## config.mk

```make
export PLATFORM = sky130hd
export DESIGN_NAME = atum_ctrl
export DESIGN_NICKNAME = d
export VERILOG_FILES = /design/src/rtl/atum_pkg.sv /design/src/rtl/atum_ctrl.sv
export SDC_FILE = /design/constraint.sdc
export NUM_CORES = 1
export LEC_CHECK = 0
export BUFFER_PORTS_ARGS = -buffer_cell sky130_fd_sc_hd__buf_2
export CORE_MARGIN = 2
export CORE_UTILIZATION = 45
export CTS_CLUSTER_SIZE = 16
export DETAILED_ROUTE_END_ITERATION = 16
export PLACE_DENSITY = 0.72
export SYNTH_ARGS = -nofsm -noshare
export SYNTH_HDL_FRONTEND = slang
export SYNTH_SLANG_ARGS = --single-unit
export TNS_END_PERCENT = 50
```

## constraint.sdc

```tcl
create_clock -name clock -period 1.4 [get_ports clock]
set_clock_uncertainty 0.05 [all_clocks]
set_input_delay 0.28 -clock clock [delete_from_list [all_inputs] [get_ports clock]]
set_output_delay 0.28 -clock clock [all_outputs]
set_load 0.02 [all_outputs]
```

## src/rtl/atum_pkg.sv

```systemverilog
// shared types and constants of the alpha tree union merge block
`default_nettype none

package atum_pkg;

   // fixed field widths of the item channels
   localparam int CMD_W    = 2;
   localparam int NP_W     = 11;
   localparam int NQ_W     = 10;
   localparam int EA_W     = 16;
   localparam int STATUS_W = 3;
   localparam int IDX_W    = 11;
   localparam int AREA_W   = 11;
   localparam int PC_W     = 11;

   localparam logic [PC_W-1:0] PIXEL_COUNT_RESET = 11'd1024;

   // command codes
   localparam logic [CMD_W-1:0] CMD_INIT = 2'd0;
   localparam logic [CMD_W-1:0] CMD_EDGE = 2'd1;

   // result status codes
   localparam logic [STATUS_W-1:0] ST_INIT_DONE = 3'd0;
   localparam logic [STATUS_W-1:0] ST_SAME_ROOT = 3'd1;
   localparam logic [STATUS_W-1:0] ST_MERGED    = 3'd2;
   localparam logic [STATUS_W-1:0] ST_NEW_NODE  = 3'd3;
   localparam logic [STATUS_W-1:0] ST_READ_DATA = 3'd4;
   localparam logic [STATUS_W-1:0] ST_FULL      = 3'd5;

   // datapath operations
   localparam int OP_W = 5;
   localparam logic [OP_W-1:0] OP_NONE          = 5'd0;
   localparam logic [OP_W-1:0] OP_ACCEPT        = 5'd1;
   localparam logic [OP_W-1:0] OP_INIT_STEP     = 5'd2;
   localparam logic [OP_W-1:0] OP_INIT_END      = 5'd3;
   localparam logic [OP_W-1:0] OP_FIND_BEGIN    = 5'd4;
   localparam logic [OP_W-1:0] OP_FIND_READ     = 5'd5;
   localparam logic [OP_W-1:0] OP_FIND_STEP     = 5'd6;
   localparam logic [OP_W-1:0] OP_COMP_READ     = 5'd7;
   localparam logic [OP_W-1:0] OP_COMP_WRITE    = 5'd8;
   localparam logic [OP_W-1:0] OP_ROOT_SAVE     = 5'd9;
   localparam logic [OP_W-1:0] OP_ORDER         = 5'd10;
   localparam logic [OP_W-1:0] OP_READ_HI       = 5'd11;
   localparam logic [OP_W-1:0] OP_READ_LO       = 5'd12;
   localparam logic [OP_W-1:0] OP_LATCH_LO      = 5'd13;
   localparam logic [OP_W-1:0] OP_JOIN_HI       = 5'd14;
   localparam logic [OP_W-1:0] OP_JOIN_LO       = 5'd15;
   localparam logic [OP_W-1:0] OP_NEW_NODE      = 5'd16;
   localparam logic [OP_W-1:0] OP_MERGE_LO      = 5'd17;
   localparam logic [OP_W-1:0] OP_MERGE_HI      = 5'd18;
   localparam logic [OP_W-1:0] OP_RES_SAME      = 5'd19;
   localparam logic [OP_W-1:0] OP_RES_FULL      = 5'd20;
   localparam logic [OP_W-1:0] OP_READ_NODE     = 5'd21;
   localparam logic [OP_W-1:0] OP_RES_READ      = 5'd22;
   localparam logic [OP_W-1:0] OP_RES_READ_NONE = 5'd23;
   localparam logic [OP_W-1:0] OP_PUBLISH       = 5'd24;

   typedef struct packed {
      logic range_bad;
      logic read_bad;
      logic link_follow;
      logic y_is_root;
      logic second;
      logic roots_equal;
      logic below;
      logic full;
      logic sweep_last;
   } atum_status_type;

endpackage

`default_nettype wire

```

## src/rtl/atum_ctrl.sv

```systemverilog
// command sequencer for init sweep, root finding, merge and read
`default_nettype none

module atum_ctrl (
   input  logic                       clock,
   input  logic                       reset,
   input  logic                       req_valid,
   output logic                       req_stall,
   input  logic [atum_pkg::CMD_W-1:0] req_cmd,
   output logic                       rsp_valid,
   input  logic                       rsp_stall,
   input  atum_pkg::atum_status_type  status,
   output logic [atum_pkg::OP_W-1:0]  op
);
   import atum_pkg::*;

   localparam logic [4:0] S_IDLE       = 5'd0;
   localparam logic [4:0] S_INIT       = 5'd1;
   localparam logic [4:0] S_INIT_END   = 5'd2;
   localparam logic [4:0] S_CHECK      = 5'd3;
   localparam logic [4:0] S_FIND_BEGIN = 5'd4;
   localparam logic [4:0] S_FIND_READ  = 5'd5;
   localparam logic [4:0] S_FIND_EVAL  = 5'd6;
   localparam logic [4:0] S_COMP_CHECK = 5'd7;
   localparam logic [4:0] S_COMP_WRITE = 5'd8;
   localparam logic [4:0] S_ROOT_SAVE  = 5'd9;
   localparam logic [4:0] S_ORDER      = 5'd10;
   localparam logic [4:0] S_READ_HI    = 5'd11;
   localparam logic [4:0] S_READ_LO    = 5'd12;
   localparam logic [4:0] S_DECIDE     = 5'd13;
   localparam logic [4:0] S_JOIN_HI    = 5'd14;
   localparam logic [4:0] S_JOIN_LO    = 5'd15;
   localparam logic [4:0] S_NEW_NODE   = 5'd16;
   localparam logic [4:0] S_MERGE_LO   = 5'd17;
   localparam logic [4:0] S_MERGE_HI   = 5'd18;
   localparam logic [4:0] S_READ_NODE  = 5'd19;
   localparam logic [4:0] S_READ_OUT   = 5'd20;
   localparam logic [4:0] S_FINISH     = 5'd21;

   logic [4:0] state_ff, state_in;
   logic       rsp_valid_ff, rsp_valid_in;
   logic       publish;

   assign req_stall = (state_ff != S_IDLE);
   assign rsp_valid = rsp_valid_ff;
   assign publish   = (state_ff == S_FINISH) && (!rsp_valid_ff || !rsp_stall);
   assign rsp_valid_in = publish || (rsp_valid_ff && rsp_stall);

   always_comb begin
      state_in = state_ff;
      op       = OP_NONE;
      unique case (state_ff)
         S_IDLE: begin
            if (req_valid) begin
               op = OP_ACCEPT;
               if (req_cmd == CMD_INIT) begin
                  state_in = S_INIT;
               end else if (req_cmd == CMD_EDGE) begin
                  state_in = S_CHECK;
               end else begin
                  state_in = S_READ_NODE;
               end
            end
         end
         S_INIT: begin
            op = OP_INIT_STEP;
            if (status.sweep_last) begin
               state_in = S_INIT_END;
            end
         end
         S_INIT_END: begin
            op       = OP_INIT_END;
            state_in = S_FINISH;
         end
         S_CHECK: begin
            if (status.range_bad) begin
               op       = OP_RES_SAME;
               state_in = S_FINISH;
            end else begin
               state_in = S_FIND_BEGIN;
            end
         end
         S_FIND_BEGIN: begin
            op       = OP_FIND_BEGIN;
            state_in = S_FIND_READ;
         end
         S_FIND_READ: begin
            op       = OP_FIND_READ;
            state_in = S_FIND_EVAL;
         end
         S_FIND_EVAL: begin
            if (status.link_follow) begin
               op       = OP_FIND_STEP;
               state_in = S_FIND_READ;
            end else begin
               state_in = S_COMP_CHECK;
            end
         end
         S_COMP_CHECK: begin
            if (status.y_is_root) begin
               state_in = S_ROOT_SAVE;
            end else begin
               op       = OP_COMP_READ;
               state_in = S_COMP_WRITE;
            end
         end
         S_COMP_WRITE: begin
            op       = OP_COMP_WRITE;
            state_in = S_COMP_CHECK;
         end
         S_ROOT_SAVE: begin
            if (status.second) begin
               state_in = S_ORDER;
            end else begin
               op       = OP_ROOT_SAVE;
               state_in = S_FIND_BEGIN;
            end
         end
         S_ORDER: begin
            if (status.roots_equal) begin
               op       = OP_RES_SAME;
               state_in = S_FINISH;
            end else begin
               op       = OP_ORDER;
               state_in = S_READ_HI;
            end
         end
         S_READ_HI: begin
            op       = OP_READ_HI;
            state_in = S_READ_LO;
         end
         S_READ_LO: begin
            op       = OP_READ_LO;
            state_in = S_DECIDE;
         end
         S_DECIDE: begin
            if (status.below && status.full) begin
               op       = OP_RES_FULL;
               state_in = S_FINISH;
            end else begin
               op       = OP_LATCH_LO;
               state_in = status.below ? S_JOIN_HI : S_MERGE_LO;
            end
         end
         S_JOIN_HI: begin
            op       = OP_JOIN_HI;
            state_in = S_JOIN_LO;
         end
         S_JOIN_LO: begin
            op       = OP_JOIN_LO;
            state_in = S_NEW_NODE;
         end
         S_NEW_NODE: begin
            op       = OP_NEW_NODE;
            state_in = S_FINISH;
         end
         S_MERGE_LO: begin
            op       = OP_MERGE_LO;
            state_in = S_MERGE_HI;
         end
         S_MERGE_HI: begin
            op       = OP_MERGE_HI;
            state_in = S_FINISH;
         end
         S_READ_NODE: begin
            if (status.read_bad) begin
               op       = OP_RES_READ_NONE;
               state_in = S_FINISH;
            end else begin
               op       = OP_READ_NODE;
               state_in = S_READ_OUT;
            end
         end
         S_READ_OUT: begin
            op       = OP_RES_READ;
            state_in = S_FINISH;
         end
         S_FINISH: begin
            if (publish) begin
               op       = OP_PUBLISH;
               state_in = S_IDLE;
            end
         end
         default: begin
            state_in = S_IDLE;
         end
      endcase
   end

   always_ff @(posedge clock) begin
      if (reset) begin
         state_ff     <= S_IDLE;
         rsp_valid_ff <= 1'b0;
      end else begin
         state_ff     <= state_in;
         rsp_valid_ff <= rsp_valid_in;
      end
   end

endmodule

`default_nettype wire

```

==> results of run 1 <==
## power groups by stage
stage          Sequential, W  Clock [W]  Combinational (W)
2_1_floorplan       0.000304          0            0.00150
3_3_place_gp        0.000345          0            0.00237
3_5_place_dp        0.000358          0            0.00244
4_1_cts             0.000376   0.000168            0.00275
5_1_grt             0.000403   0.000170            0.00325
6_report            0.000403   0.000159            0.00307
## cell families after synthesis
logic type,share of synthesized area
simple gates,0.349
buf+inv,0.104
mux,0.0338
compound gates,0.369
xor+xnor,0.00985
flops,0.135
## final cells by class
| class | instances | area share |
|---|---|---|
| Clock buffer | 3 | 0.0143 |
| Inverter | 7 | 0.0167 |
| Multi-Input combinational cell | 108 | 0.511 |
| Sequential cell | 6 | 0.0883 |
| Tap cell | 27 | 0.0215 |
| Timing Repair Buffer | 76 | 0.348 |
## how the worst max path moves through the flow
stage | slack, ns | depth (start not counted) | from | endpoint
after floorplan | -0.18 | 4 | state_ff[0] | op[0]
after global placement | -0.28 | 6 | state_ff[2] | state_ff[4]
after detailed placement | -0.34 | 6 | state_ff[2] | state_ff[4]
after CTS | -0.52 | 5 | state_ff[0] | op[0]
after global routing | -0.56 | 7 | state_ff[4] | op[1]
final | -0.50 | 5 | state_ff[0] | op[0]
## routing by layer
metal,GRT usage,share of wire,vias to the layer above
met2,0.579,0.49,92
met3,0.0370,0.070,18
met4,0.167,0.041,0
met5,0,0,-
met1,0.375,0.40,676
li1,-,-,635
## metrics by stage
stage / util / area, um2 / TNS [ns]
after floorplan: - / 933 / -0.786
after global placement: 0.705 / 1360 / -2.23
after detailed placement: 0.705 / 1360 / -2.78
after CTS: 0.761 / 1460 / -4.00
after global routing: 0.818 / 1570 / -4.81
final: 0.818 / 1570 / -4.17
## synthesized netlist by cell type (all sizes together) (2+ instances only)
| master | count | share of area |
|---|---|---|
| nor2 | 12 | 0.053 |
| nand2 | 10 | 0.042 |
| a21oi | 9 | 0.051 |
| buf | 9 | 0.066 |
| nand2b | 9 | 0.063 |
| nor3 | 9 | 0.051 |
| inv | 7 | 0.030 |
| o21ai | 7 | 0.039 |
| dfxtp | 6 | 0.14 |
| nor2b | 4 | 0.037 |
| a211oi | 3 | 0.025 |
| a31oi | 3 | 0.021 |
| mux2i | 3 | 0.034 |
| nand3 | 3 | 0.017 |
| o211ai | 3 | 0.025 |
| a211o | 2 | 0.020 |
| a22oi | 2 | 0.017 |
| a32oi | 2 | 0.020 |
| clkbuf | 2 | 0.0084 |
| nand3b | 2 | 0.017 |
| o2bb2ai | 2 | 0.020 |
| o31ai | 2 | 0.017 |
| o32ai | 2 | 0.020 |
| or3 | 2 | 0.014 |
## registers in the layout, indices dropped and copies added, names as in the netlist
signal	count
rsp_valid	1
state_ff	5
## worst max-delay path, stage by stage (launching register included)
cell	delay (ns)
dfxtp_4	0.36
or4_4	0.56
nor2_4	0.11
a21oi_2	0.06
nand3b_1	0.11
buf_6	0.12
## repair_timing
| item | CTS | global route |
|---|---|---|
| pin swaps | 4 | 9 |
| setup buffers | 4 | 1 |
| setup endpoints to repair | 12 | 12 |
| resized for setup | 18 | 23 |
| cloned | 0 | 0 |
==> results.py, run 1 <==
metrics = {
    "clocking": {
        "holdBufCountCts": 0,
        "cts_sinks": 6,
        "cts_tree": "yes",
        "clock_path_buffers": 2,
        "clk_pin_slew_ns": 0.05,
        "worstSkewPairLatency_ns": 0.24,
        "htree_levels": 1,
        "cts_root_buf": "clkbuf_4",
        "cts_made_buffers": 3,
    },
    "floorplanning": {
        "start_util": 0.463,
        "core_area_mm2": 0.00192,
        "fp-row-count": 16,
        "die_area_mm2": 0.00235,
        "fp.dieH_um": 48.5,
        "io_pins": 22,
        "die_w_um": 48.5,
    },
    "power": {
        "p_sw_w": 0.00174,
        "pwr-share-comb": 0.845,
        "power.internal_w": 0.00190,
        "vdd_drop_max_mv": 1.89,
        "p_leak_nw": 0.682,
        "total_power_w": 0.00363,
        "pwr_density_cell_mw_per_mm2": 2310,
        "power.share.sequential": 0.111,
        "power_frac_clock": 0.044,
        "p_sw_frac": 0.478,
    },
    "sta": {
        "hold_viol": 0,
        "worst_slew_pin_slew_ns": 0.295,
        "max_freq_mhz": 526,
        "hold-worst-slack_ns": 0.226,
        "rsz0062_at_grt": "true",
        "fin_crit_ns": 1.90,
        "setup_viol_count_final": 11,
        "finalMaxSlewViolations": 0,
        "finalWorstSetupSlack_ns": -0.500,
        "relSlewSlack": 0.802,
        "timing.final.crit_share": 1.36,
    },
    "drt": {
        "via_per_inst": 6.26,
        "drt_iter0_markers": 54,
        "postRouteAntennaNets": 0,
        "vias": 1421,
        "drc": 0,
        "first_pass_iters": 4,
        "wl_per_cell_um": 18.6,
        "routed_wl_um": 4210,
    },
    "synth": {
        "synthCells": 132,
        "async_flop_share": 0,
        "synth-seq-cells": 6,
        "ys_warn_count": 0,
        "synth_edf_count": 0,
        "ys_types": 48,
        "syn_area_per_cell_um2": 6.74,
        "syn_area_um2": 890,
        "ys.flop_type": "dfxtp_1",
        "synth_seq_area_share": 0.135,
        "synth_nets": 147,
    },
    "place": {
        "port_buffers": 21,
        "placedCellCount": 219,
        "post-place-ws_ns": -0.337,
        "hpwl_um": 2600,
        "gp_congestion": 0.912,
    },
    "worst_setup_path": {
        "critPathArrivalTime_ns": 1.57,
        "reg2reg_from": "state_ff[0]",
        "worstReg2RegEnd": "state_ff[4]",
        "r2r_cells": 6,
        "crit_path_start_kind": "flip-flop",
        "crit_fanout": 6,
        "crit_type": "reg2out",
        "crit_path_end_kind": "output port",
        "required_ns": 1.07,
        "r2r_slack_ns": -0.42,
    },
    "cells_and_area": {
        "layout_common_cells": "57 x buf_4, 15 x buf_2, 10 x nor2_1",
        "multi_input_area_um2": 803,
        "instances_no_fill": 227,
        "fillers": 125,
        "nets": 217,
        "drive_gt1_frac": 0.555,
        "antennaDiodeCount": 0,
        "seq_area_um2": 139,
        "layout.cells.most_common": "buf_4",
        "synthToLayoutAreaGrowth_pct": 76.8,
    },
    "worst_hold_path": {
        "min_path_cells": 2,
        "holdPathEnd": "state_ff[3]",
        "hold_path.startpoint": "reset",
        "hp-class": "in2reg",
    },
    "flow_run": {
        "maxCapViolations": 0,
    },
    "run_status": {
        "violations": "setup timing",
        "outcome": "finished, violations left",
    },
    "grt": {
        "grt_util_all_layers": 0.322,
        "grt_pass1_wl_um": 6000,
        "antenna_found_initial": 0,
        "first_global_vias": 1334,
        "grt_max_degree": 12,
        "grt-ovfl-total": 0,
    },
}
Note: power is estimated with default switching activity, not from simulation.
==> run 2, diff against run 1 <==
Settings changed: MAX_ROUTING_LAYER set to met4.
==> run 2 against run 1 <==
Against the previous run:
- power shrank 1.2%
- hold slack lost 0.0017 ns
- highest routed layer unchanged
- cell count shrank 1.8%
- first-iteration DRC count shrank 9.3%
- sequential power grew 6.0%
- sequential cell count is the same
- largest cell class unchanged
- the flow still finishes with violations (setup timing)
- critical path type unchanged
- critical endpoint unchanged
- fmax shrank 2.9%
==> results.py, run 2 (synthesis results as in run 1) <==
metrics = {
    "floorplanning": {
        "start_util": 0.463,
        "core_area_mm2": 0.00192,
        "fp.dieH_um": 48.5,
        "fp-row-count": 16,
        "die_area_mm2": 0.00235,
        "io_pins": 22,
        "die_w_um": 48.5,
    },
    "grt": {
        "grt_pass1_wl_um": 5820,
        "grt_util_all_layers": 0.322,
        "grt_max_degree": 12,
        "antenna_found_initial": 0,
        "grt-ovfl-total": 0,
        "first_global_vias": 1302,
    },
    "cells_and_area": {
        "nets": 213,
        "layout_common_cells": "49 x buf_4, 16 x buf_2, 10 x nand2_1, 10 x nor2_1",
        "largest_reg_flops": 5,
        "post-route-util": 0.798,
        "antennaDiodeCount": 0,
        "synthToLayoutAreaGrowth_pct": 72.4,
        "largest-register": "state_ff",
        "drive_gt1_frac": 0.531,
        "layout.cells.most_common": "buf_4",
    },
    "worst_hold_path": {
        "hp-class": "in2reg",
        "hold_path.startpoint": "reset",
    },
    "power": {
        "pwr_density_cell_mw_per_mm2": 2340,
        "power.share.sequential": 0.119,
        "pwr-share-comb": 0.834,
        "power.internal_w": 0.00187,
        "p_sw_w": 0.00173,
        "p_sw_frac": 0.481,
        "p_leak_nw": 0.655,
        "vdd_drop_max_mv": 1.72,
        "power_frac_clock": 0.047,
    },
    "drt": {
        "via_per_inst": 6.13,
        "wl_per_cell_um": 17.5,
        "routed_wl_um": 3910,
        "vias": 1368,
        "drt_iter0_markers": 49,
        "first_pass_iters": 4,
        "postRouteAntennaNets": 0,
        "drc": 0,
    },
    "clocking": {
        "cts_made_buffers": 3,
        "cts_tree": "yes",
        "holdBufCountCts": 0,
        "clock_path_buffers": 2,
        "htree_levels": 1,
        "clk_pin_slew_ns": 0.05,
        "worstSkewPairLatency_ns": 0.26,
        "cts_sinks": 6,
        "cts_root_buf": "clkbuf_4",
    },
    "sta": {
        "timing.final.crit_share": 1.40,
        "finalMaxSlewViolations": 0,
        "worst_slew_pin_slew_ns": 0.296,
        "hold_viol": 0,
        "relSlewSlack": 0.803,
        "fin_crit_ns": 1.96,
        "max_freq_mhz": 511,
        "finalWorstSetupSlack_ns": -0.557,
        "setup_viol_count_final": 11,
        "hold-worst-slack_ns": 0.224,
        "rsz0062_at_grt": "true",
    },
    "worst_setup_path": {
        "cp-endpoint": "op[0]",
        "crit_path_end_kind": "output port",
        "required_ns": 1.07,
        "crit_path_start_kind": "flip-flop",
        "r2r_slack_ns": -0.33,
        "crit_fanout": 8,
        "worstReg2RegEnd": "state_ff[4]",
        "cp.depth": 5,
        "path_buf_inv": 1,
        "critPathArrivalTime_ns": 1.63,
        "reg2reg_from": "state_ff[0]",
        "cpPeakStageDelay_ns": 0.58,
        "r2r_cells": 6,
        "path_cells": "or4_4 > nor2_4 > a21oi_2 > nand3b_1 > buf_6",
        "cp_top_family": "simple AND/OR/NAND/NOR gates",
        "crit_type": "reg2out",
        "startpoint": "state_ff[0]",
        "critPathSlowestCell": "or4_4",
    },
    "run_status": {
        "violations": "setup timing",
        "outcome": "finished, violations left",
    },
    "place": {
        "hpwl_um": 2640,
        "port_buffers": 21,
        "gp_congestion": 0.928,
    },
    "flow_run": {
        "maxCapViolations": 0,
    },
}
[run 2: power groups by stage]
| stage | Sequential (W) | Clock, W | Combinational, W |
|---|---|---|---|
| floorplan | 0.000304 | 0 | 0.00150 |
| global placement | 0.000345 | 0 | 0.00235 |
| detailed placement | 0.000361 | 0 | 0.00243 |
| CTS | 0.000381 | 0.000172 | 0.00268 |
| global route | 0.000434 | 0.000175 | 0.00317 |
| finish | 0.000427 | 0.000168 | 0.00300 |
[run 2: worst min path at each step]
| stage | to | depth (start not counted) |
|---|---|---|
| final | state_ff[3] | 2 |
| after global routing | state_ff[3] | 2 |
| after CTS | rsp_valid | 2 |
| after detailed placement | state_ff[2] | 2 |
| after global placement | rsp_valid | 2 |
| after floorplan | rsp_valid | 1 |
[run 2: stage by stage]
stage | setup TNS (ns) | worst slack [ns] | cells | power (W) | cell area, um2
floorplan | -0.786 | -0.178 | 132 | 0.00180 | 933
global placement | -2.22 | -0.276 | 218 | 0.00270 | 1350
detailed placement | -2.92 | -0.331 | 218 | 0.00279 | 1350
CTS | -3.71 | -0.542 | 222 | 0.00324 | 1450
global route | -4.47 | -0.623 | 223 | 0.00378 | 1530
finish | -3.88 | -0.557 | 223 | 0.00359 | 1530
[run 2: timing repair]
| action | 4_1_cts | 5_1_grt |
|---|---|---|
| endpoints found under the setup margin | 12 | 12 |
| setup buffers | 1 | 1 |
| pin swaps | 2 | 9 |
| gates resized for setup | 22 | 19 |
[run 2: layout make-up]
class	instances	area (um2)
Clock buffer	3	22.5
Fill cell	133	388
Inverter	7	28.8
Multi-Input combinational cell	108	783
Sequential cell	6	139
Tap cell	27	33.8
Timing Repair Buffer	72	527
[run 2: layer usage]
metal	GRT usage	up-vias	part of all wire
li1	-	629	-
met1	0.360	639	0.40
met2	0.560	85	0.49
met3	0.0432	15	0.072
met4	0.171	0	0.039
met5	-	-	0
